<file path="src/design/wifi_mgmt_frame_builder_defines.svh">
// Assertion helpers for the management frame builder.
// Both sample on clk and are switched off while rst is high.
`ifndef WIFI_MGMT_FRAME_BUILDER_DEFINES_SVH
`define WIFI_MGMT_FRAME_BUILDER_DEFINES_SVH

// Consequent holds in the same cycle as the antecedent.
`define WMFB_ASSERT_NOW(label, ante, cons, msg) \
  label: assert property (@(posedge clk) disable iff (rst) (ante) |-> (cons)) \
    else $error(msg);

// Consequent holds in the cycle after the antecedent.
`define WMFB_ASSERT_NEXT(label, ante, cons, msg) \
  label: assert property (@(posedge clk) disable iff (rst) (ante) |=> (cons)) \
    else $error(msg);

`endif

</file>
<file path="src/design/wmfb_pkg.sv">
`timescale 1ns / 1ps

package wmfb_pkg;

  // Sizes
  localparam int MAX_SSID_BYTES = 32;
  localparam int SSID_LEN_W     = 6;
  localparam int HEAD_BYTES     = 38;
  localparam int TAIL_BYTES     = 29;
  localparam int CNT_W          = 6;
  localparam int IDX_W          = 7;

  // Item selector codes
  typedef enum logic [1:0] {
    FUNC_START  = 2'd0,
    FUNC_SSID   = 2'd1,
    FUNC_FINISH = 2'd2
  } func_t;

  // Register indexes
  localparam logic [1:0] CFG_STATION   = 2'd0;
  localparam logic [1:0] CFG_TIMESTAMP = 2'd1;
  localparam logic [1:0] CFG_CHANNEL   = 2'd2;

  // Build phase of the front end
  typedef enum logic [1:0] {
    PH_IDLE = 2'd0,
    PH_SSID = 2'd1,
    PH_TAIL = 2'd2
  } phase_t;

  // Work handed to the back end
  typedef enum logic [1:0] {
    OP_HEAD = 2'd0,
    OP_SSID = 2'd1,
    OP_TAIL = 2'd2
  } op_t;

  typedef struct packed {
    op_t                   op;
    logic                  kind;
    logic [47:0]           rx;
    logic [15:0]           seq;
    logic [SSID_LEN_W-1:0] len;
    logic [7:0]            data;
    logic [IDX_W-1:0]      base;
  } cmd_t;

  // Header byte positions
  localparam int POS_RX       = 4;
  localparam int POS_SA       = 10;
  localparam int POS_BSSID    = 16;
  localparam int POS_SEQ_LO   = 22;
  localparam int POS_SEQ_HI   = 23;
  localparam int POS_TS       = 24;
  localparam int POS_BI       = 32;
  localparam int POS_CAP      = 34;
  localparam int POS_SSID_LEN = 37;

  localparam int HEAD_LAST      = HEAD_BYTES - 1;
  localparam int TAIL_LAST      = TAIL_BYTES - 1;
  localparam int DS_CHANNEL_POS = 12;

  // Header constants
  localparam logic [7:0] FT_PROBE_RESP   = 8'h50;
  localparam logic [7:0] FT_BEACON       = 8'h80;
  localparam logic [7:0] BEACON_INTERVAL = 8'h64;
  localparam logic [7:0] CAPABILITY      = 8'h01;
  localparam logic [7:0] CHANNEL_RESET   = 8'h04;

  // Fixed trailing tags: rates, DS parameter, two ERP entries, extended rates
  localparam logic [7:0] TAIL_TAGS [TAIL_BYTES] = '{
    8'h01, 8'h08, 8'h02, 8'h04, 8'h0b, 8'h16, 8'h24, 8'h30, 8'h48, 8'h6c,
    8'h03, 8'h01, 8'h00,
    8'h2a, 8'h01, 8'h04, 8'h2f, 8'h01, 8'h04,
    8'h32, 8'h08, 8'h0c, 8'h12, 8'h18, 8'h24, 8'h30, 8'h48, 8'h60, 8'h6c
  };

  function automatic logic [7:0] tail_byte(input logic [4:0] pos,
                                           input logic [7:0] channel);
    logic [7:0] b;
    b = 8'h00;
    if (pos == 5'(DS_CHANNEL_POS)) begin
      b = channel;
    end else if (pos < 5'(TAIL_BYTES)) begin
      b = TAIL_TAGS[pos];
    end
    return b;
  endfunction

endpackage

</file>
<file path="src/design/wmfb_front.sv">
`timescale 1ns / 1ps

// Takes requests, tracks the frame phase and queues the work they call for
module wmfb_front (
  input  logic                           clk,
  input  logic                           rst,
  input  logic                           take,
  input  logic [1:0]                     func,
  input  logic                           frame_kind,
  input  logic [47:0]                    receiver_address,
  input  logic [15:0]                    sequence_value,
  input  logic [wmfb_pkg::SSID_LEN_W-1:0] ssid_length,
  input  logic [7:0]                     ssid_byte,
  output logic                           push,
  output wmfb_pkg::cmd_t                 cmd
);

  wmfb_pkg::phase_t                  phase, phase_next;
  logic [wmfb_pkg::SSID_LEN_W-1:0]   remaining, remaining_next;
  logic [wmfb_pkg::SSID_LEN_W-1:0]   total, total_next;
  logic [wmfb_pkg::SSID_LEN_W-1:0]   len_sat;
  logic                              is_start, is_ssid, is_finish;

  // Long lengths saturate
  assign len_sat = (ssid_length > wmfb_pkg::SSID_LEN_W'(wmfb_pkg::MAX_SSID_BYTES)) ?
                   wmfb_pkg::SSID_LEN_W'(wmfb_pkg::MAX_SSID_BYTES) : ssid_length;

  // Classify against the current phase; anything out of order is dropped
  always_comb begin
    is_start  = 1'b0;
    is_ssid   = 1'b0;
    is_finish = 1'b0;
    case (func)
      wmfb_pkg::FUNC_START:  is_start  = (phase == wmfb_pkg::PH_IDLE);
      wmfb_pkg::FUNC_SSID:   is_ssid   = (phase == wmfb_pkg::PH_SSID) && (remaining != '0);
      wmfb_pkg::FUNC_FINISH: is_finish = (phase == wmfb_pkg::PH_TAIL);
      default: ;
    endcase
  end

  // Next state
  always_comb begin
    phase_next     = phase;
    remaining_next = remaining;
    total_next     = total;
    if (take) begin
      if (is_start) begin
        total_next     = len_sat;
        remaining_next = len_sat;
        phase_next     = (len_sat == '0) ? wmfb_pkg::PH_TAIL : wmfb_pkg::PH_SSID;
      end else if (is_ssid) begin
        remaining_next = remaining - 1'b1;
        if (remaining == wmfb_pkg::SSID_LEN_W'(1)) begin
          phase_next = wmfb_pkg::PH_TAIL;
        end
      end else if (is_finish) begin
        phase_next     = wmfb_pkg::PH_IDLE;
        remaining_next = '0;
        total_next     = '0;
      end
    end
  end

  // Outputs: the queued command
  always_comb begin
    push      = take && (is_start || is_ssid || is_finish);
    cmd.kind  = frame_kind;
    cmd.rx    = receiver_address;
    cmd.seq   = sequence_value;
    cmd.len   = len_sat;
    cmd.data  = ssid_byte;
    cmd.op    = wmfb_pkg::OP_HEAD;
    cmd.base  = '0;
    if (is_ssid) begin
      cmd.op   = wmfb_pkg::OP_SSID;
      cmd.base = wmfb_pkg::IDX_W'(wmfb_pkg::HEAD_BYTES) + wmfb_pkg::IDX_W'(total)
                 - wmfb_pkg::IDX_W'(remaining);
    end else if (is_finish) begin
      cmd.op   = wmfb_pkg::OP_TAIL;
      cmd.base = wmfb_pkg::IDX_W'(wmfb_pkg::HEAD_BYTES) + wmfb_pkg::IDX_W'(total);
    end
  end

  always_ff @(posedge clk) begin
    if (rst) begin
      phase     <= wmfb_pkg::PH_IDLE;
      remaining <= '0;
      total     <= '0;
    end else begin
      phase     <= phase_next;
      remaining <= remaining_next;
      total     <= total_next;
    end
  end

endmodule

</file>
<file path="src/design/wmfb_queue.sv">
`timescale 1ns / 1ps

// Two-entry command queue between front and back
module wmfb_queue (
  input  logic           clk,
  input  logic           rst,
  input  logic           push,
  input  wmfb_pkg::cmd_t push_cmd,
  output logic           full,
  input  logic           pop,
  output logic           head_valid,
  output wmfb_pkg::cmd_t head_cmd
);

  wmfb_pkg::cmd_t slots [2];
  logic           wr_ptr, rd_ptr;
  logic [1:0]     count;

  assign full       = (count == 2'd2);
  assign head_valid = (count != 2'd0);
  assign head_cmd   = slots[rd_ptr];

  // Storage
  always_ff @(posedge clk) begin
    if (push) begin
      slots[wr_ptr] <= push_cmd;
    end
  end

  // Pointers and fill
  always_ff @(posedge clk) begin
    if (rst) begin
      wr_ptr <= 1'b0;
      rd_ptr <= 1'b0;
      count  <= 2'd0;
    end else begin
      if (push) begin
        wr_ptr <= ~wr_ptr;
      end
      if (pop) begin
        rd_ptr <= ~rd_ptr;
      end
      case ({push, pop})
        2'b10:   count <= count + 2'd1;
        2'b01:   count <= count - 2'd1;
        default: count <= count;
      endcase
    end
  end

endmodule

</file>
<file path="src/design/wmfb_back.sv">
`timescale 1ns / 1ps

// Walks a command byte by byte into the output register
module wmfb_back (
  input  logic                          clk,
  input  logic                          rst,
  input  logic                          head_valid,
  input  wmfb_pkg::cmd_t                head_cmd,
  output logic                          pop,
  input  logic [47:0]                   station_address,
  input  logic [63:0]                   beacon_timestamp,
  input  logic [7:0]                    current_channel,
  output logic                          byte_valid,
  input  logic                          byte_stall,
  output logic [7:0]                    frame_byte,
  output logic [wmfb_pkg::IDX_W-1:0]    byte_index,
  output logic                          last_byte,
  output logic [wmfb_pkg::IDX_W-1:0]    frame_length
);

  wmfb_pkg::cmd_t                 cmd;
  logic                           busy;
  logic [wmfb_pkg::CNT_W-1:0]     cnt;
  logic                           advance, final_byte, is_last;
  logic [2:0]                     rx_off, sa_off;
  logic [7:0]                     head_b, out_b;
  logic [wmfb_pkg::IDX_W-1:0]     out_idx, out_len;

  assign advance = busy && (!byte_valid || !byte_stall);
  assign is_last = (cmd.op == wmfb_pkg::OP_TAIL) &&
                   (cnt == wmfb_pkg::CNT_W'(wmfb_pkg::TAIL_LAST));

  always_comb begin
    case (cmd.op)
      wmfb_pkg::OP_HEAD: final_byte = (cnt == wmfb_pkg::CNT_W'(wmfb_pkg::HEAD_LAST));
      wmfb_pkg::OP_SSID: final_byte = 1'b1;
      wmfb_pkg::OP_TAIL: final_byte = is_last;
      default:           final_byte = 1'b1;
    endcase
  end

  assign pop = head_valid && (!busy || (advance && final_byte));

  // Byte offsets within the address fields
  assign rx_off = 3'(cnt - wmfb_pkg::CNT_W'(wmfb_pkg::POS_RX));
  assign sa_off = (cnt < wmfb_pkg::CNT_W'(wmfb_pkg::POS_BSSID)) ?
                  3'(cnt - wmfb_pkg::CNT_W'(wmfb_pkg::POS_SA)) :
                  3'(cnt - wmfb_pkg::CNT_W'(wmfb_pkg::POS_BSSID));

  // Header byte at the current position
  always_comb begin
    case (cnt) inside
      [wmfb_pkg::CNT_W'(wmfb_pkg::POS_RX):wmfb_pkg::CNT_W'(wmfb_pkg::POS_SA - 1)]:
        head_b = cmd.rx[{rx_off, 3'b000} +: 8];
      [wmfb_pkg::CNT_W'(wmfb_pkg::POS_SA):wmfb_pkg::CNT_W'(wmfb_pkg::POS_SEQ_LO - 1)]:
        head_b = station_address[{sa_off, 3'b000} +: 8];
      wmfb_pkg::CNT_W'(wmfb_pkg::POS_SEQ_LO):
        head_b = cmd.seq[7:0];
      wmfb_pkg::CNT_W'(wmfb_pkg::POS_SEQ_HI):
        head_b = cmd.seq[15:8];
      [wmfb_pkg::CNT_W'(wmfb_pkg::POS_TS):wmfb_pkg::CNT_W'(wmfb_pkg::POS_BI - 1)]:
        head_b = beacon_timestamp[{cnt[2:0], 3'b000} +: 8];
      wmfb_pkg::CNT_W'(wmfb_pkg::POS_BI):
        head_b = wmfb_pkg::BEACON_INTERVAL;
      wmfb_pkg::CNT_W'(wmfb_pkg::POS_CAP):
        head_b = wmfb_pkg::CAPABILITY;
      wmfb_pkg::CNT_W'(wmfb_pkg::POS_SSID_LEN):
        head_b = 8'(cmd.len);
      6'd0:
        head_b = cmd.kind ? wmfb_pkg::FT_BEACON : wmfb_pkg::FT_PROBE_RESP;
      default:
        head_b = 8'h00;
    endcase
  end

  // Byte, position and length for the current step
  always_comb begin
    out_len = '0;
    case (cmd.op)
      wmfb_pkg::OP_HEAD: begin
        out_b   = head_b;
        out_idx = wmfb_pkg::IDX_W'(cnt);
      end
      wmfb_pkg::OP_SSID: begin
        out_b   = cmd.data;
        out_idx = cmd.base;
      end
      wmfb_pkg::OP_TAIL: begin
        out_b   = wmfb_pkg::tail_byte(cnt[4:0], current_channel);
        out_idx = cmd.base + wmfb_pkg::IDX_W'(cnt);
        if (is_last) begin
          out_len = cmd.base + wmfb_pkg::IDX_W'(wmfb_pkg::TAIL_BYTES);
        end
      end
      default: begin
        out_b   = 8'h00;
        out_idx = '0;
      end
    endcase
  end

  // Sequencer
  always_ff @(posedge clk) begin
    if (rst) begin
      busy <= 1'b0;
      cnt  <= '0;
    end else if (pop) begin
      busy <= 1'b1;
      cnt  <= '0;
    end else if (advance) begin
      cnt <= cnt + 1'b1;
      if (final_byte) begin
        busy <= 1'b0;
      end
    end
  end

  always_ff @(posedge clk) begin
    if (pop) begin
      cmd <= head_cmd;
    end
  end

  // Output register
  always_ff @(posedge clk) begin
    if (rst) begin
      byte_valid <= 1'b0;
    end else if (advance) begin
      byte_valid <= 1'b1;
    end else if (!byte_stall) begin
      byte_valid <= 1'b0;
    end
  end

  always_ff @(posedge clk) begin
    if (advance) begin
      frame_byte   <= out_b;
      byte_index   <= out_idx;
      last_byte    <= is_last;
      frame_length <= out_len;
    end
  end

endmodule

</file>
<file path="src/design/wifi_mgmt_frame_builder.sv">
`timescale 1ns / 1ps
// Path: two-entry queue, back end command register, then the output register.
// Throughput: one byte per cycle at the output while byte_stall is low and work is queued;
// a start makes the byte sequencer emit 38 bytes, an SSID byte one and a finish 29.
// Reset: rst clears phase, queue and output valid; registers return to 0, 0 and channel 4.
module wifi_mgmt_frame_builder (
  input  logic                            clk,
  input  logic                            rst,
  input  logic                            cfg_write_en,
  input  logic [1:0]                      cfg_index,
  input  logic [63:0]                     cfg_data,
  input  logic                            item_valid,
  output logic                            item_stall,
  input  logic [1:0]                      func,
  input  logic                            frame_kind,
  input  logic [47:0]                     receiver_address,
  input  logic [15:0]                     sequence_value,
  input  logic [wmfb_pkg::SSID_LEN_W-1:0] ssid_length,
  input  logic [7:0]                      ssid_byte,
  output logic                            byte_valid,
  input  logic                            byte_stall,
  output logic [7:0]                      frame_byte,
  output logic [wmfb_pkg::IDX_W-1:0]      byte_index,
  output logic                            last_byte,
  output logic [wmfb_pkg::IDX_W-1:0]      frame_length
);

`include "wifi_mgmt_frame_builder_defines.svh"

  logic [47:0]    station_address;
  logic [63:0]    beacon_timestamp;
  logic [7:0]     current_channel;
  logic           take, push, q_full, pop, head_valid;
  wmfb_pkg::cmd_t push_cmd, head_cmd;

  // Configuration registers
  always_ff @(posedge clk) begin
    if (rst) begin
      station_address  <= '0;
      beacon_timestamp <= '0;
      current_channel  <= wmfb_pkg::CHANNEL_RESET;
    end else if (cfg_write_en) begin
      case (cfg_index)
        wmfb_pkg::CFG_STATION:   station_address  <= cfg_data[47:0];
        wmfb_pkg::CFG_TIMESTAMP: beacon_timestamp <= cfg_data;
        wmfb_pkg::CFG_CHANNEL:   current_channel  <= cfg_data[7:0];
        default: ;
      endcase
    end
  end

  assign item_stall = q_full;
  assign take       = item_valid && !q_full;

  wmfb_front u_front (
    .clk              (clk),
    .rst              (rst),
    .take             (take),
    .func             (func),
    .frame_kind       (frame_kind),
    .receiver_address (receiver_address),
    .sequence_value   (sequence_value),
    .ssid_length      (ssid_length),
    .ssid_byte        (ssid_byte),
    .push             (push),
    .cmd              (push_cmd)
  );

  wmfb_queue u_queue (
    .clk        (clk),
    .rst        (rst),
    .push       (push),
    .push_cmd   (push_cmd),
    .full       (q_full),
    .pop        (pop),
    .head_valid (head_valid),
    .head_cmd   (head_cmd)
  );

  wmfb_back u_back (
    .clk              (clk),
    .rst              (rst),
    .head_valid       (head_valid),
    .head_cmd         (head_cmd),
    .pop              (pop),
    .station_address  (station_address),
    .beacon_timestamp (beacon_timestamp),
    .current_channel  (current_channel),
    .byte_valid       (byte_valid),
    .byte_stall       (byte_stall),
    .frame_byte       (frame_byte),
    .byte_index       (byte_index),
    .last_byte        (last_byte),
    .frame_length     (frame_length)
  );

  // Checks
  `WMFB_ASSERT_NOW(a_last_len, byte_valid && last_byte,
    byte_index == frame_length - 7'd1, "last byte position disagrees with length")
  `WMFB_ASSERT_NOW(a_len_only_last, byte_valid && !last_byte,
    frame_length == 7'd0, "length shown on a byte that is not last")
  `WMFB_ASSERT_NEXT(a_index_step, byte_valid && !byte_stall && !last_byte,
    !byte_valid || (byte_index == $past(byte_index) + 7'd1), "byte position skipped")
  `WMFB_ASSERT_NOW(a_type_byte, byte_valid && (byte_index == 7'd0),
    frame_byte == wmfb_pkg::FT_BEACON || frame_byte == wmfb_pkg::FT_PROBE_RESP,
    "bad frame type byte")

endmodule

</file>
<file path="config.mk">
export PLATFORM = sky130hd
export DESIGN_NAME = wifi_mgmt_frame_builder
export DESIGN_NICKNAME = d
export VERILOG_FILES = /design/src/design/wmfb_pkg.sv /design/src/design/wmfb_front.sv /design/src/design/wmfb_queue.sv /design/src/design/wmfb_back.sv /design/src/design/wifi_mgmt_frame_builder.sv
export VERILOG_INCLUDE_DIRS = /design/src /design/src/design
export SDC_FILE = /design/constraint.sdc
export NUM_CORES = 1
export LEC_CHECK = 0
export BUFFER_PORTS_ARGS = -buffer_cell sky130_fd_sc_hd__buf_2
export CAP_MARGIN = 10
export CORE_MARGIN = 2
export CORE_UTILIZATION = 42
export DETAILED_ROUTE_END_ITERATION = 10
export PLACE_DENSITY = 0.64
export SYNTH_ARGS = -nofsm -noshare
export SYNTH_HDL_FRONTEND = slang
export SYNTH_SLANG_ARGS = --single-unit
</file>
<file path="constraint.sdc">
create_clock -name clk -period 8.3 [get_ports clk]
set_input_delay 1.66 -clock clk [delete_from_list [all_inputs] [get_ports clk]]
set_output_delay 1.66 -clock clk [all_outputs]
set_load 0.01 [all_outputs]
</file>
Word-level counts from Yosys, hierarchy flattened
Memories as Yosys holds them, arrays and structs flattened. A register that Yosys moved wholly into a read port is not among the register bits.
Cells that the tools add are included.
Widths: inputs -> output; s select.
{"block": "word_totals", "romBits": 256, "mem_bits_rw": 176, "register_bits": 169, "out_inout_bits": 25, "n_memories": 2}
{"block": "classes", "n_shift": 3, "magnitude_cmp": 10, "n_mux": 44, "eq_ne": 22, "addsub": 11, "reduce_logical": 40, "n_bitwise": 3}
{"name": "(no name shown)", "words": 32, "width": 8, "read_ports": 1, "rd_ports_with_merged_regs": 0, "wr": 0, "line": "wmfb_pkg.sv:86", "source": "b = TAIL_TAGS[pos];"}
{"name": "u_queue.slots", "words": 2, "width": 88, "read_ports": 1, "rd_ports_with_merged_regs": 1, "wr": 1, "line": "wmfb_queue.sv:15", "source": "wmfb_pkg::cmd_t slots [2];"}
{"cell": "$mux 8", "n": 14}
{"cell": "$shiftx 48x7->8", "n": 2}
{"cell": "$shiftx 64x7->8", "n": 1}
{"cell": "$mux 6", "n": 6}
{"cell": "$pmux 8 s3", "n": 1}
{"cell": "$pmux 7 s3", "n": 1}
{"cell": "$eq 6x5->1 const B", "n": 3}
{"cell": "$eq 6x6->1 const B", "n": 3}
{"cell": "$mux 2", "n": 7}
{"cell": "$mux 7", "n": 2}
{"cell": "$eq 2x2->1 const B", "n": 6}
{"cell": "$le 6x5->1 const B", "n": 2}
{"cell": "$logic_not 6->1", "n": 2}
{"cell": "$reduce_and 2->1", "n": 6}
{"cell": "$eq 2x1->1 const B", "n": 5}
{"cell": "$logic_and 1x1->1", "n": 10}
{"cell": "$mux 1", "n": 10}
{"cell": "$reduce_bool 2->1", "n": 5}
{"cell": "$logic_not 2->1", "n": 4}
{"cell": "$add 6x6->7 const A", "n": 1}
{"cell": "$add 7x5->7 const B", "n": 1}
{"cell": "$add 7x6->7", "n": 1}
{"cell": "$sub 7x6->7", "n": 1}
{"cell": "$add 6x1->6 const B", "n": 1}
{"cell": "29 further kinds", "n": 38}

Depth between registers and ports, before layout
Gate-level depths: netlist of run 1.
{"block": "logic_depth", "word_depth": 11, "ltp_mapped": 15}

By module
From an unflattened synthesis of run 1, not the netlist that was laid out.
{"block": "unflattened", "cells_unflattened": 1500, "area_unflattened_um2": 20020.5}
{"mod": "wmfb_back", "cells_per_inst": 507, "area_per_inst_um2": 6598.8, "seq_area_each_um2": 3493.4, "instances": 1}
{"mod": "wmfb_queue", "cells_per_inst": 296, "area_per_inst_um2": 6566.3, "seq_area_each_um2": 5385.2, "instances": 1}
{"mod": "wifi_mgmt_frame_builder", "cells_per_inst": 464, "area_per_inst_um2": 4987.3, "seq_area_each_um2": 2402.3, "instances": 1}
{"mod": "wmfb_front", "cells_per_inst": 233, "area_per_inst_um2": 1868.0, "seq_area_each_um2": 280.3, "instances": 1}

Least setup slack after synthesis of run 1
OpenSTA, ideal clock, no wires.
{"block": "synth_path", "path_kind": "input port to flip-flop", "from": "input func[0]", "to": "memory u_queue.slots[0][0] in the netlist's numbering (enable)", "cell_stages": 7, "required_time_ns": 7.765, "setup_slack_ns": 1.533, "setup_time_ns": 0.535, "path_buffers": 0, "arrival_time_ns": 6.232, "path_cell_list": "nor2_1 nand3_1 inv_1 a21oi_1 a21oi_1 inv_1 nor2_1"}
{"block": "synth_between", "elab_chain_cells": 7, "elab_cells_between_ends": 11}
{"element": "start: declaration", "line": "wifi_mgmt_frame_builder.sv:14", "source": "input logic [1:0] func,"}
{"element": "$eq 2x1->1 or $logic_not 2->1 (tied branches)", "line": "wmfb_front.sv:33", "source": "case (func)"}
{"element": "$mux 1", "line": "wmfb_front.sv:33"}
{"element": "$logic_or 1x1->1", "line": "wmfb_front.sv:66", "source": "push = take && (is_start || is_ssid || is_finish);"}
{"element": "$logic_or 1x1->1 (*)", "line": "wmfb_front.sv:66"}
{"element": "$logic_and 1x1->1 (*)", "line": "wmfb_front.sv:66"}
{"element": "$mux 1 (*)", "line": "wmfb_queue.sv:25", "source": "if (push) begin"}
{"element": "$mux 1 (not written as such) (*)", "line": "wmfb_queue.sv:26", "source": "slots[wr_ptr] <= push_cmd;"}
{"element": "end: declaration", "line": "wmfb_queue.sv:15"}
Every way passes the cells marked *; elsewhere a longest branch is shown, timed or not.

Worst setup path after layout of run 1
{"block": "layout_path", "from": "register u_back.cnt[1] in the netlist's numbering", "to": "register u_back.cnt[2] in the netlist's numbering"}
{"block": "layout_between", "elab_chain_cells": 7, "elab_cells_between_ends": 9}
{"element": "start: declaration", "line": "wmfb_back.sv:23", "source": "logic [wmfb_pkg::CNT_W-1:0] cnt;"}
{"element": "start signal: assignment", "line": "wmfb_back.sv:111", "source": "cnt <= cnt + 1'b1;"}
{"element": "$eq 6x5->1", "line": "wmfb_back.sv:31", "source": "(cnt == wmfb_pkg::CNT_W'(wmfb_pkg::TAIL_LAST));"}
{"element": "$logic_and 1x1->1", "line": "wmfb_back.sv:30", "source": "assign is_last = (cmd.op == wmfb_pkg::OP_TAIL) &&"}
{"element": "via u_back.is_last", "line": "wmfb_back.sv:24", "source": "logic advance, final_byte, is_last;"}
{"element": "$pmux 1 s2", "line": "wmfb_back.sv:34", "source": "case (cmd.op)"}
{"element": "$logic_and 1x1->1", "line": "wmfb_back.sv:42", "source": "assign pop = head_valid && (!busy || (advance && final_byte));"}
{"element": "$logic_or 1x1->1", "line": "wmfb_back.sv:42"}
{"element": "$logic_and 1x1->1", "line": "wmfb_back.sv:42"}
{"element": "via pop", "line": "wifi_mgmt_frame_builder.sv:33", "source": "logic take, push, q_full, pop, head_valid;"}
{"element": "$reduce_or 2->1 (no source line)"}
The timed path passes the listed nets, and every way through them passes these cells.
A chain may end at the register's enable or synchronous reset.

==> results of run 1 <==
==> Yosys cell counts, types with 15 or more instances <==
cell type and n:
mux2_2 94, edfxtp_1 287, ha_1 28, xnor2_1 19, clkbuf_1 64, nand3_1 15
mux4_2 26, a21oi_1 155, nor2_1 64, o21ai_0 32, nor3_1 19, dfxtp_1 146
nand2_1 281, mux2i_1 34, inv_1 26
==> per-stage QoR <==
| stage | setup WS [ns] | total power [mW] | utilization, % | area [sq um] | cells |
|---|---|---|---|---|---|
| global route | 3.72 | 6.30 | 49.3 | 21200 | 2263 |
| global placement | 3.68 | 4.01 | 45.7 | 19600 | 2177 |
| finish | 4.06 | 6.04 | 49.3 | 21200 | 2263 |
| CTS | 4.03 | 6.10 | 49.3 | 21200 | 2263 |
| floorplan | 1.53 | 3.66 | - | 18200 | 1491 |
| detailed placement | 3.65 | 4.03 | 45.7 | 19600 | 2177 |
==> cell usage in the layout (no fill, tap or decap), types with 9 or more instances in the layout <==
| master | n |
|---|---|
| clkbuf_16 | 47 |
| a21oi_1 | 155 |
| nand3_1 | 15 |
| ha_1 | 28 |
| a221oi_1 | 10 |
| nor3_1 | 19 |
| xnor2_1 | 18 |
| buf_2 | 175 |
| clkbuf_1 | 12 |
| mux2i_1 | 34 |
| a22oi_1 | 9 |
| nand2_1 | 281 |
| o22ai_1 | 14 |
| dfxtp_1 | 144 |
| inv_1 | 26 |
| o21ai_0 | 32 |
| nor2b_1 | 14 |
| nor2_1 | 62 |
| buf_4 | 17 |
| mux4_2 | 26 |
| mux2_2 | 94 |
| edfxtp_1 | 287 |
==> kinds of logic after synthesis <==
kind of cell,after synthesis
flip-flops,433
buffers and inverters,120
multiplexers,154
XOR/XNOR,26
adder cells (fa/ha/maj),30
AND/OR/NAND/NOR,441
AO/OA/AOI/OAI,287
==> layout make-up <==
| cell class | count | share of cell area (%) |
|---|---|---|
| well taps | 585 | 3.46 |
| multi-input cells | 938 | 29.5 |
| repair buffers | 192 | 4.74 |
| clock inverters | 23 | 1.21 |
| flip-flops and latches | 433 | 54.5 |
| inverters | 29 | 0.514 |
| clock buffers | 63 | 6.03 |
==> sequential cells by signal (all words and copies together) (netlist names) <==
name and cells:
station_address 48, current_channel 8, u_back.cmd 88, u_queue.count 2, beacon_timestamp 64, u_front.total 6
u_queue.slots 176, u_front.phase 2, u_back.last_byte 1, u_back.busy 1, u_queue.wr_ptr 1, u_back.frame_length 7
u_back.frame_byte 8, u_queue.rd_ptr 1, u_back.byte_valid 1, u_back.cnt 6, u_front.remaining 6, u_back.byte_index 7
==> routing by layer <==
layer  vias up  routed length [um]  track usage [%]
li1       5730                   -                -
met1      5878               19800             27.4
met2       372               20200             30.9
met3        80                2850             4.36
met4         2                1280             6.37
met5         -                  12                0
==> worst max path at each step <==
| stage | startpoint | to | cells past startpoint |
|---|---|---|---|
| finish | u_back.cnt[1]$_SDFFE_PP0P_ | u_back.cnt[2]$_SDFFE_PP0P_ | 11 |
| global route | u_back.cnt[1]$_SDFFE_PP0P_ | u_back.cnt[3]$_SDFFE_PP0P_ | 11 |
| CTS | u_back.cnt[1]$_SDFFE_PP0P_ | u_back.cnt[2]$_SDFFE_PP0P_ | 11 |
| detailed placement | func[0] | u_queue.slots[0][48]$_DFFE_PP_ | 11 |
| global placement | func[0] | u_queue.slots[0][48]$_DFFE_PP_ | 11 |
| floorplan | func[0] | u_queue.slots[0][0]$_DFFE_PP_ | 7 |
==> where the power goes <==
group,switching (mW),internal (mW),total [mW]
clock network,0.847,1.21,2.06
registers,0.180,2.71,2.89
logic,0.636,0.458,1.09
total,1.66,4.38,6.04
==> critical path: cells and delay by family, from the launching register on <==
kind | cells | cell delay [ns]
buffers and inverters | 4 | 1.61
and+or+nand+nor | 4 | 1.18
AOI/OAI and AO/OA | 2 | 0.54
adders and majority gates | 1 | 0.45
DFF | 1 | 0.29
==> impl_metrics.py, run 1 <==
metrics = {
    "outcome": {
        "outcome": "finished clean",
    },
    "detailed_routing": {
        "ant_nets": 0,
        "wl_per_cell_um": 19.5,
        "viasPerCell": 5.33,
        "dr_total_vias": 12100,
        "drc_errors": 0,
        "dr.pass1.iters": 5,
        "totalWireLength_mm": 44.1,
        "first_iter_violations": 1319,
    },
    "global_routing": {
        "grt_antenna_before_repair": 1,
        "grtUsageTotal_pct": 19.7,
        "grt_pass1_wl_mm": 67.7,
        "grt_overflow_total": 0,
        "grt_pass1_vias": 11800,
        "grt_max_degree": 104,
    },
    "setup_path": {
        "critPathLaunchType": "flop",
        "reg2reg_depth": 11,
        "critPathRequiredTime_ns": 8.75,
        "worstPathMaxFanout": 79,
        "regToRegSetupSlack_ns": 4.06,
        "cp_slowest_cell": "buf_4",
        "endpoint_kind": "flop",
        "arrival_ns": 4.69,
        "worst-setup-path-type": "flop to flop",
        "r2r-end": "u_back.cnt[2]$_SDFFE_PP0P_",
        "cp_cell_sequence": "buf_4, inv_2, ha_1, nand3_1, or3_1, inv_2, o31ai_1, a21oi_4, buf_4, or2_0, nor2_1",
        "critPathMaxStageDelay_ns": 0.85,
        "reg2reg_from": "u_back.cnt[1]$_SDFFE_PP0P_",
    },
    "sta": {
        "slew_headroom_pct": 27.2,
        "hold_viol_final": 0,
        "rsz0062_at_grt": "false",
        "tns_ns": 0,
        "fin_worst_hold_slack_ns": 0.452,
        "skew_ns": 0.0213,
        "clock.fmax_mhz": 236,
        "fin_crit_sh_pct": 51.1,
        "setup_viol": 0,
        "tightest_slew_ns": 1.09,
        "period_needed_ns": 4.24,
        "timing.final.max_slew_violations": 0,
    },
    "place": {
        "dp_hpwl_mm": 29.4,
        "numPortBuffers": 176,
        "gp_congestion": 0.893,
    },
    "synth": {
        "synth_seq_area_share_pct": 63.2,
        "synthesis.nets": 1673,
        "netlist-cell-type-count": 71,
        "synth-seq-cells": 433,
        "syn_area_per_cell_sq_um": 12.2,
        "synth-edff-count": 287,
        "synthAdderAreaFrac_pct": 2.14,
        "synth_compound_area_share_pct": 9.40,
        "synth_top_family_by_area": "multiplexers",
        "synth_xor_area_share_pct": 1.25,
        "synth_warnings": 0,
        "synth_area_sq_um": 18200,
        "synth_top_cell_by_area": "edfxtp_1",
        "muxShareOfSynthArea_pct": 10.9,
        "synthSimpleGateAreaFrac_pct": 10.4,
        "synth_ff_type": "edfxtp_1",
        "yosys.area.top_type_share_pct": 47.2,
        "ys_top_cells_by_area": "edfxtp_1 (47%), dfxtp_1 (16%), mux2_2 (5.8%), nand2_1 (5.8%), a21oi_1 (4.3%)",
        "synthCells": 1491,
        "async_flop_share_pct": 0,
    },
    "floorplanning": {
        "die_x_um": 212,
        "die_y_um": 212,
        "rows": 76,
        "die_area_sq_um": 45100,
        "core_area_sq_um": 43000,
        "start_util_pct": 42.5,
        "io_pins": 177,
    },
    "clock_tree": {
        "numCtsBuffers": 46,
        "cts.sinks": 433,
        "cts_resized": 0,
        "worstSkewPairLatency_ns": 0.59,
        "cts_root_buf": "clkbuf_16",
        "cts_tree": "yes",
        "cts_buffer_depth": 3,
        "cts_setup_buffers": 0,
        "clk_pin_slew_ns": 0.06,
        "htreeDepth": 2,
        "ctsHoldBuffers": 0,
    },
    "pwr": {
        "p_leak_nw": 7.38,
        "p_per_area_nw_per_um2": 285,
        "irDropWorstVdd_mv": 0.194,
    },
    "min_path": {
        "min_delay_path_depth": 2,
        "hold_start": "station_address[7]$_SDFFE_PP0P_",
        "hp-class": "flop to flop",
        "worstHoldEndpoint": "station_address[7]$_SDFFE_PP0P_",
    },
    "cells_and_area": {
        "multi_input_area_sq_um": 6250,
        "nFillCells": 3829,
        "syn2layout_area_growth_pct": 16.0,
        "antenna_cells": 0,
        "drive_above_1_share_pct": 23.7,
        "seq_area_sq_um": 11500,
        "nets": 1822,
    },
    "run": {
        "drv_cap": 0,
    },
}
(Power assumes the default switching activity.)
==> run 2, diff against run 1 <==
--- a/config.mk
+++ b/config.mk
@@ -6,12 +6,13 @@
 export SDC_FILE = /design/constraint.sdc
 export NUM_CORES = 1
 export LEC_CHECK = 0
+export ABC_AREA = 1
 export BUFFER_PORTS_ARGS = -buffer_cell sky130_fd_sc_hd__buf_2
 export CAP_MARGIN = 10
 export CORE_MARGIN = 2
 export CORE_UTILIZATION = 42
 export DETAILED_ROUTE_END_ITERATION = 10
-export PLACE_DENSITY = 0.64
+export PLACE_DENSITY = 0.66
 export SYNTH_ARGS = -nofsm -noshare
 export SYNTH_HDL_FRONTEND = slang
 export SYNTH_SLANG_ARGS = --single-unit
==> constraint.sdc (replaced) <==
create_clock -name clk -period 3.9 [get_ports clk]
set_input_delay 0.78 -clock clk [delete_from_list [all_inputs] [get_ports clk]]
set_output_delay 0.78 -clock clk [all_outputs]
set_load 0.01 [all_outputs]
==> run 2 against run 1 <==
Against the previous run: cell area grew 1.9%; largest cell class unchanged; fmax grew 53%; largest power group unchanged; worst hold slack lost 0.074 ns; count of clock-buffer cells in the layout shrank 6; utilization shrank 0.27 points.
==> impl_metrics.py, run 2 <==
metrics = {
    "floorplanning": {
        "die_area_sq_um": 46200,
        "start_util_pct": 42.4,
        "core_area_sq_um": 44000,
        "rows": 77,
        "io_pins": 177,
        "die_x_um": 215,
        "die_y_um": 215,
    },
    "synth": {
        "syn_area_per_cell_sq_um": 9.46,
        "synthCells": 1975,
        "synth_area_sq_um": 18700,
        "ys_top_cells_by_area": "edfxtp_1 (46%), dfxtp_1 (16%), nand2_1 (11%), nor2_1 (5.9%), o21ai_0 (4.4%)",
        "synth_top_cell_by_area": "edfxtp_1",
        "muxShareOfSynthArea_pct": 0.375,
        "synth_seq_area_share_pct": 61.8,
        "synth_ff_type": "edfxtp_1",
        "synth_xor_area_share_pct": 0.516,
        "synth_common_cells": "nand2_1 (569), nor2_1 (296), edfxtp_1 (287)",
        "synth_top_family_by_area": "simple AND/OR/NAND/NOR gates",
        "synth.most_common_cell": "nand2_1",
        "synth-seq-cells": 433,
        "synth_compound_area_share_pct": 8.67,
        "synth_warnings": 0,
        "synthesis.nets": 2157,
        "netlist-cell-type-count": 53,
        "synth-edff-count": 287,
        "async_flop_share_pct": 0,
        "yosys.area.top_type_share_pct": 46.1,
        "synthSimpleGateAreaFrac_pct": 22.4,
        "synthAdderAreaFrac_pct": 2.09,
    },
    "clock_tree": {
        "clk_pin_slew_ns": 0.06,
        "htreeDepth": 2,
        "cts_setup_buffers": 0,
        "cts.sinks": 433,
        "cts_resized": 0,
        "cts_root_buf": "clkbuf_16",
        "cts_buffer_depth": 3,
        "worstSkewPairLatency_ns": 0.59,
        "cts_tree": "yes",
        "ctsHoldBuffers": 0,
        "numCtsBuffers": 45,
    },
    "cells_and_area": {
        "drive_above_1_share_pct": 16.1,
        "antenna_cells": 0,
        "syn2layout_area_growth_pct": 15.5,
        "layout_common_cells": "nand2_1 (569), nor2_1 (294), edfxtp_1 (287)",
        "regMostFlops": "u_queue.slots",
        "layout_commonest_cell": "nand2_1",
        "largestRegisters": "u_queue.slots x176, u_back.cmd x88, beacon_timestamp x64",
        "nets": 2314,
        "finalInstanceArea_sq_um": 21600,
        "largest_reg_flops": 176,
    },
    "setup_path": {
        "critPathLaunchType": "flop",
        "path_delay_family": "flip-flops",
        "endpoint_kind": "flop",
        "worst-setup-path-type": "flop to flop",
        "worstPathBufferInverterCount": 2,
        "crit_top_cell": "nand2_1",
        "critPathMaxStageDelay_ns": 0.90,
        "critPathRequiredTime_ns": 4.11,
        "worstPathMaxFanout": 89,
        "arrival_ns": 2.99,
        "cp_cell_sequence": "nand2_4, nor2_2, nand3_2, nand3_1, nand2_1, nand2_1, o21ai_2, clkinv_2, buf_12",
        "cp_slowest_cell": "dfxtp_1",
    },
    "detailed_routing": {
        "ant_nets": 0,
        "viasPerCell": 5.09,
        "first_iter_violations": 1227,
        "wl_per_cell_um": 17.3,
        "drc_errors": 0,
        "dr_total_vias": 14000,
        "dr.pass1.iters": 6,
        "totalWireLength_mm": 47.7,
    },
    "sta": {
        "fin_ws_ns": 1.12,
        "setup_viol": 0,
        "slew_headroom_pct": 37.6,
        "skew_ns": 0.0183,
        "rsz0062_at_grt": "false",
        "period_needed_ns": 2.78,
        "tightest_slew_ns": 0.935,
        "fin_crit_sh_pct": 71.3,
        "clock.fmax_mhz": 360,
        "hold_viol_final": 0,
        "timing.final.max_slew_violations": 0,
        "tns_ns": 0,
    },
    "pwr": {
        "irDropWorstVdd_mv": 0.467,
        "p_leak_nw": 8.85,
        "p_per_area_nw_per_um2": 608,
    },
    "global_routing": {
        "grt_overflow_total": 0,
        "grt_pass1_vias": 13400,
        "grt_max_degree": 91,
        "grt_pass1_wl_mm": 74.0,
        "grt_antenna_before_repair": 0,
        "grtUsageTotal_pct": 20.5,
    },
    "place": {
        "place_ws_ns": 0.860,
        "gp_congestion": 0.911,
        "dp_hpwl_mm": 33.2,
        "post_dp_cell_area_sq_um": 20200,
        "numPortBuffers": 176,
    },
    "min_path": {
        "hp-class": "input port to flop",
    },
    "outcome": {
        "outcome": "finished clean",
    },
    "run": {
        "drv_cap": 0,
    },
}
## run 2: changes by cell type in the layout (fill, tap and decap cells not counted), moves of 27 or more
cell	before	now
nand3_1	15	83
nor2_1	62	294
mux2_2	94	0
nand2_1	281	569
mux2i_1	34	7
o21ai_0	32	165
inv_1	26	60
a21oi_1	155	75
## run 2: per-layer routing
layer | vias to the layer above | share of wire (%) | wire length [um] | GRT usage, %
met5 | - | 0 | 0 | 0
met4 | 0 | 3.0 | 1430 | 7.08
met3 | 82 | 5.5 | 2640 | 3.13
met2 | 456 | 46 | 22200 | 33.1
met1 | 6568 | 45 | 21500 | 28.1
li1 | 6929 | - | - | -
## run 2: cells by family (layout without fill, tap and decap cells)
| family | Yosys count | after routing |
|---|---|---|
| compound gates | 294 | 294 |
| simple gates | 1025 | 1025 |
| xor+xnor | 11 | 11 |
| mux | 7 | 7 |
| buf+inv | 175 | 367 |
| fa+ha+maj | 30 | 30 |
| flops | 433 | 433 |
## run 2: per-stage QoR
step | instances | util, % | hold WS (ns) | power, mW
2_1_floorplan | 1975 | - | 0.425 | 8.07
3_3_place_gp | 2677 | 45.8 | 0.460 | 9.07
5_1_grt | 2759 | 49.0 | 0.360 | 13.8
3_5_place_dp | 2677 | 45.8 | 0.462 | 9.12
6_report | 2759 | 49.0 | 0.378 | 13.1
4_1_cts | 2759 | 49.0 | 0.343 | 13.2
## run 2: where the power goes
group / internal, mW / switching [mW]
logic: 0.805 / 2.01
clock network: 2.33 / 1.77
registers: 5.90 / 0.300
total: 9.04 / 4.08
## run 2: final cells by class
| class | count | area, sq um |
|---|---|---|
| Fill cell | 4061 | 22500 |
| Sequential cell | 433 | 11500 |
| Multi-Input combinational cell | 1367 | 6390 |
| Timing Repair Buffer | 205 | 1190 |
| Clock buffer | 57 | 1170 |
| Tap cell | 592 | 741 |
| Inverter | 80 | 312 |
| Clock inverter | 25 | 223 |
## run 2: final timing paths
path | start | end | slack [ns] | depth (start not counted)
max reg2reg | u_back.cnt[3]$_SDFFE_PP0P_ | u_back.cmd[42]$_DFFE_PP_ | 1.12 | 9
min | sequence_value[9] | u_queue.slots[0][30]$_DFFE_PP_ | 0.38 | 1
min reg2reg | current_channel[6]$_SDFFE_PP0P_ | current_channel[6]$_SDFFE_PP0P_ | 0.47 | 2
max | u_back.cnt[3]$_SDFFE_PP0P_ | u_back.cmd[42]$_DFFE_PP_ | 1.12 | 9
==> run 3, diff against run 2 <==
--- a/config.mk
+++ b/config.mk
@@ -6,7 +6,7 @@
 export SDC_FILE = /design/constraint.sdc
 export NUM_CORES = 1
 export LEC_CHECK = 0
-export ABC_AREA = 1
+export ABC_AREA = 0
 export BUFFER_PORTS_ARGS = -buffer_cell sky130_fd_sc_hd__buf_2
 export CAP_MARGIN = 10
 export CORE_MARGIN = 2
==> constraint.sdc (replaced) <==
create_clock -name clk -period 2.3 [get_ports clk]
set_input_delay 0.46 -clock clk [delete_from_list [all_inputs] [get_ports clk]]
set_output_delay 0.46 -clock clk [all_outputs]
set_load 0.01 [all_outputs]
==> run 3 against run 2 <==
Against the previous run: sequential power up 68%; register-to-register slack worse by 1.1 ns; wire length down 2.1%; cell area up 4.4%; power up 70%; critical path type unchanged; largest cell class unchanged.
==> impl_metrics.py, run 3 (synthesis results as in run 1) <==
metrics = {
    "setup_path": {
        "worst-setup-path-type": "flop to flop",
        "critPathRequiredTime_ns": 2.80,
        "worstPathMaxFanout": 5,
        "reg2reg_from": "u_back.cnt[1]$_SDFFE_PP0P_",
        "reg2reg_depth": 12,
        "r2r-end": "u_queue.count[1]$_SDFFE_PP0P_",
        "arrival_ns": 2.78,
        "regToRegSetupSlack_ns": 0.01,
        "critPathLaunchType": "flop",
        "endpoint_kind": "flop",
    },
    "pwr": {
        "power_frac_clock_pct": 31.2,
        "switchingPower_mw": 6.24,
        "seqPwrFrac_pct": 46.4,
        "pwr-share-comb_pct": 22.4,
        "p_leak_nw": 8.06,
        "intPower_mw": 16.1,
        "power_mw": 22.3,
        "switching_share_pct": 28.0,
        "p_per_area_nw_per_um2": 991,
        "irDropWorstVdd_mv": 0.657,
    },
    "global_routing": {
        "grtUsageTotal_pct": 20.7,
        "grt_overflow_total": 0,
        "grt_max_degree": 103,
        "grt_pass1_wl_mm": 71.2,
        "grt_pass1_vias": 12400,
        "grt_antenna_before_repair": 1,
    },
    "cells_and_area": {
        "drive_above_1_share_pct": 31.5,
        "regMostFlops": "u_queue.slots",
        "nets": 1946,
        "layout_commonest_cell": "edfxtp_1",
        "largest_reg_flops": 176,
        "utilization_pct": 52.4,
        "seq_area_sq_um": 11600,
        "largestRegisters": "u_queue.slots x176, u_back.cmd x88, beacon_timestamp x64",
        "layout_common_cells": "edfxtp_1 (287), nand2_1 (279), buf_2 (175)",
        "antenna_cells": 0,
        "syn2layout_area_growth_pct": 23.4,
        "finalInstanceArea_sq_um": 22500,
        "multi_input_area_sq_um": 6470,
        "nFillCells": 3741,
    },
    "sta": {
        "hold_viol_final": 0,
        "fin_worst_hold_slack_ns": 0.0748,
        "fin_crit_sh_pct": 99.5,
        "tightest_slew_ns": 0.811,
        "fin_ws_ns": 0.0109,
        "slew_headroom_pct": 45.8,
        "clock.fmax_mhz": 437,
        "period_needed_ns": 2.29,
        "timing.final.max_slew_violations": 0,
        "skew_ns": 0.0184,
        "setup_viol": 0,
        "rsz0062_at_grt": "true",
    },
    "detailed_routing": {
        "first_iter_violations": 1077,
        "dr.pass1.iters": 7,
        "totalWireLength_mm": 46.7,
        "wl_per_cell_um": 19.6,
        "dr_total_vias": 12500,
        "ant_nets": 0,
        "viasPerCell": 5.26,
        "drc_errors": 0,
    },
    "floorplanning": {
        "die_x_um": 212,
        "start_util_pct": 42.5,
        "die_area_sq_um": 45100,
        "io_pins": 177,
        "die_y_um": 212,
        "rows": 76,
        "core_area_sq_um": 43000,
    },
    "min_path": {
        "hp-class": "input port to flop",
        "worstHoldEndpoint": "u_queue.slots[1][11]$_DFFE_PP_",
        "min_delay_path_depth": 1,
        "hold_start": "ssid_byte[4]",
    },
    "clock_tree": {
        "numCtsBuffers": 45,
        "worstSkewPairLatency_ns": 0.57,
        "cts.sinks": 433,
        "cts_buffer_depth": 3,
        "cts_tree": "yes",
        "clk_pin_slew_ns": 0.07,
        "htreeDepth": 2,
        "cts_root_buf": "clkbuf_16",
    },
    "place": {
        "gp_congestion": 0.901,
        "place_ws_ns": -0.103,
        "numPortBuffers": 176,
        "post_dp_cell_area_sq_um": 20900,
        "dp_hpwl_mm": 33.5,
    },
    "run": {
        "drv_cap": 0,
    },
    "outcome": {
        "outcome": "finished clean",
    },
}
## run 3: cell count changes in the layout (fill, tap and decap cells not counted), moves of 16 or more
| cell | change |
|---|---|
| o21ai_0 | -143 |
| or2_2 | -17 |
| nor2_1 | -234 |
| mux2i_1 | +27 |
| mux4_2 | +26 |
| buf_4 | +92 |
| inv_1 | -39 |
| nand2_1 | -290 |
| xnor2_1 | +16 |
| nand3_1 | -70 |
| a21oi_1 | +76 |
| mux2_2 | +94 |
## run 3: timing repair
| action | in CTS | in global routing |
|---|---|---|
| endpoints found under the setup margin | 83 | 87 |
| setup buffers | 1 | 1 |
| hold buffers | 0 | 0 |
| resized for setup | 11 | 42 |
| pin swaps | 1 | 6 |
## run 3: cell type report
class                      count  share of cell area [%]
clock buffer                  58                    5.45
clock inverter                20                   0.745
inverter                      29                   0.550
multi-input combinational    938                    28.7
sequential                   433                    51.3
tap                          585                    3.25
timing repair buffer         317                    9.94
## run 3: worst max-delay path by stage
stage                                     from                              to  slack (ns)  cells past startpoint
floorplan           u_back.cnt[0]$_SDFFE_PP0P_   u_queue.count[1]$_SDFFE_PP0P_       -1.84                     14
global placement    u_back.cnt[1]$_SDFFE_PP0P_  u_back.frame_byte[3]$_DFFE_PP_       -0.11                     10
detailed placement  u_back.cnt[5]$_SDFFE_PP0P_   u_queue.count[1]$_SDFFE_PP0P_       -0.10                      8
CTS                 u_back.cnt[1]$_SDFFE_PP0P_   u_queue.count[1]$_SDFFE_PP0P_      -0.007                     10
global route        u_back.cnt[1]$_SDFFE_PP0P_  u_back.frame_byte[0]$_DFFE_PP_       -0.10                      7
finish              u_back.cnt[1]$_SDFFE_PP0P_   u_queue.count[1]$_SDFFE_PP0P_        0.01                     12
## run 3: power groups by stage
stage	Combinational, mW	Sequential, mW	Clock (mW)
CTS	4.92	10.4	7.08
finish	5.00	10.4	6.95
global route	5.39	10.4	7.41
global placement	4.83	10.5	0
detailed placement	4.87	10.5	0
floorplan	2.99	10.3	0
## run 3: worst max-delay path, cell delays in order, from the launching register on
cell	delay, ns
dfxtp_4	0.37
inv_6	0.08
buf_6	0.11
ha_4	0.14
nand3_4	0.08
or3_4	0.36
inv_4	0.08
o31ai_4	0.07
a21oi_4	0.17
ha_2	0.20
xnor2_2	0.06
or3_1	0.37
a21oi_2	0.13
## run 3: stage by stage
stage / cells / setup TNS (ns)
floorplan: 1491 / -179.48
global placement: 2301 / -0.211
detailed placement: 2301 / -4.63
CTS: 2380 / -0.00709
global route: 2380 / -0.368
finish: 2380 / 0
## run 3: per-layer routing
layer | vias to the layer above | GRT usage (%) | wire [um]
met5 | - | 0 | 0
met2 | 357 | 33.8 | 22100
met4 | 0 | 5.74 | 1100
met3 | 71 | 3.75 | 2650
met1 | 6107 | 28.5 | 20800
li1 | 5975 | - | -
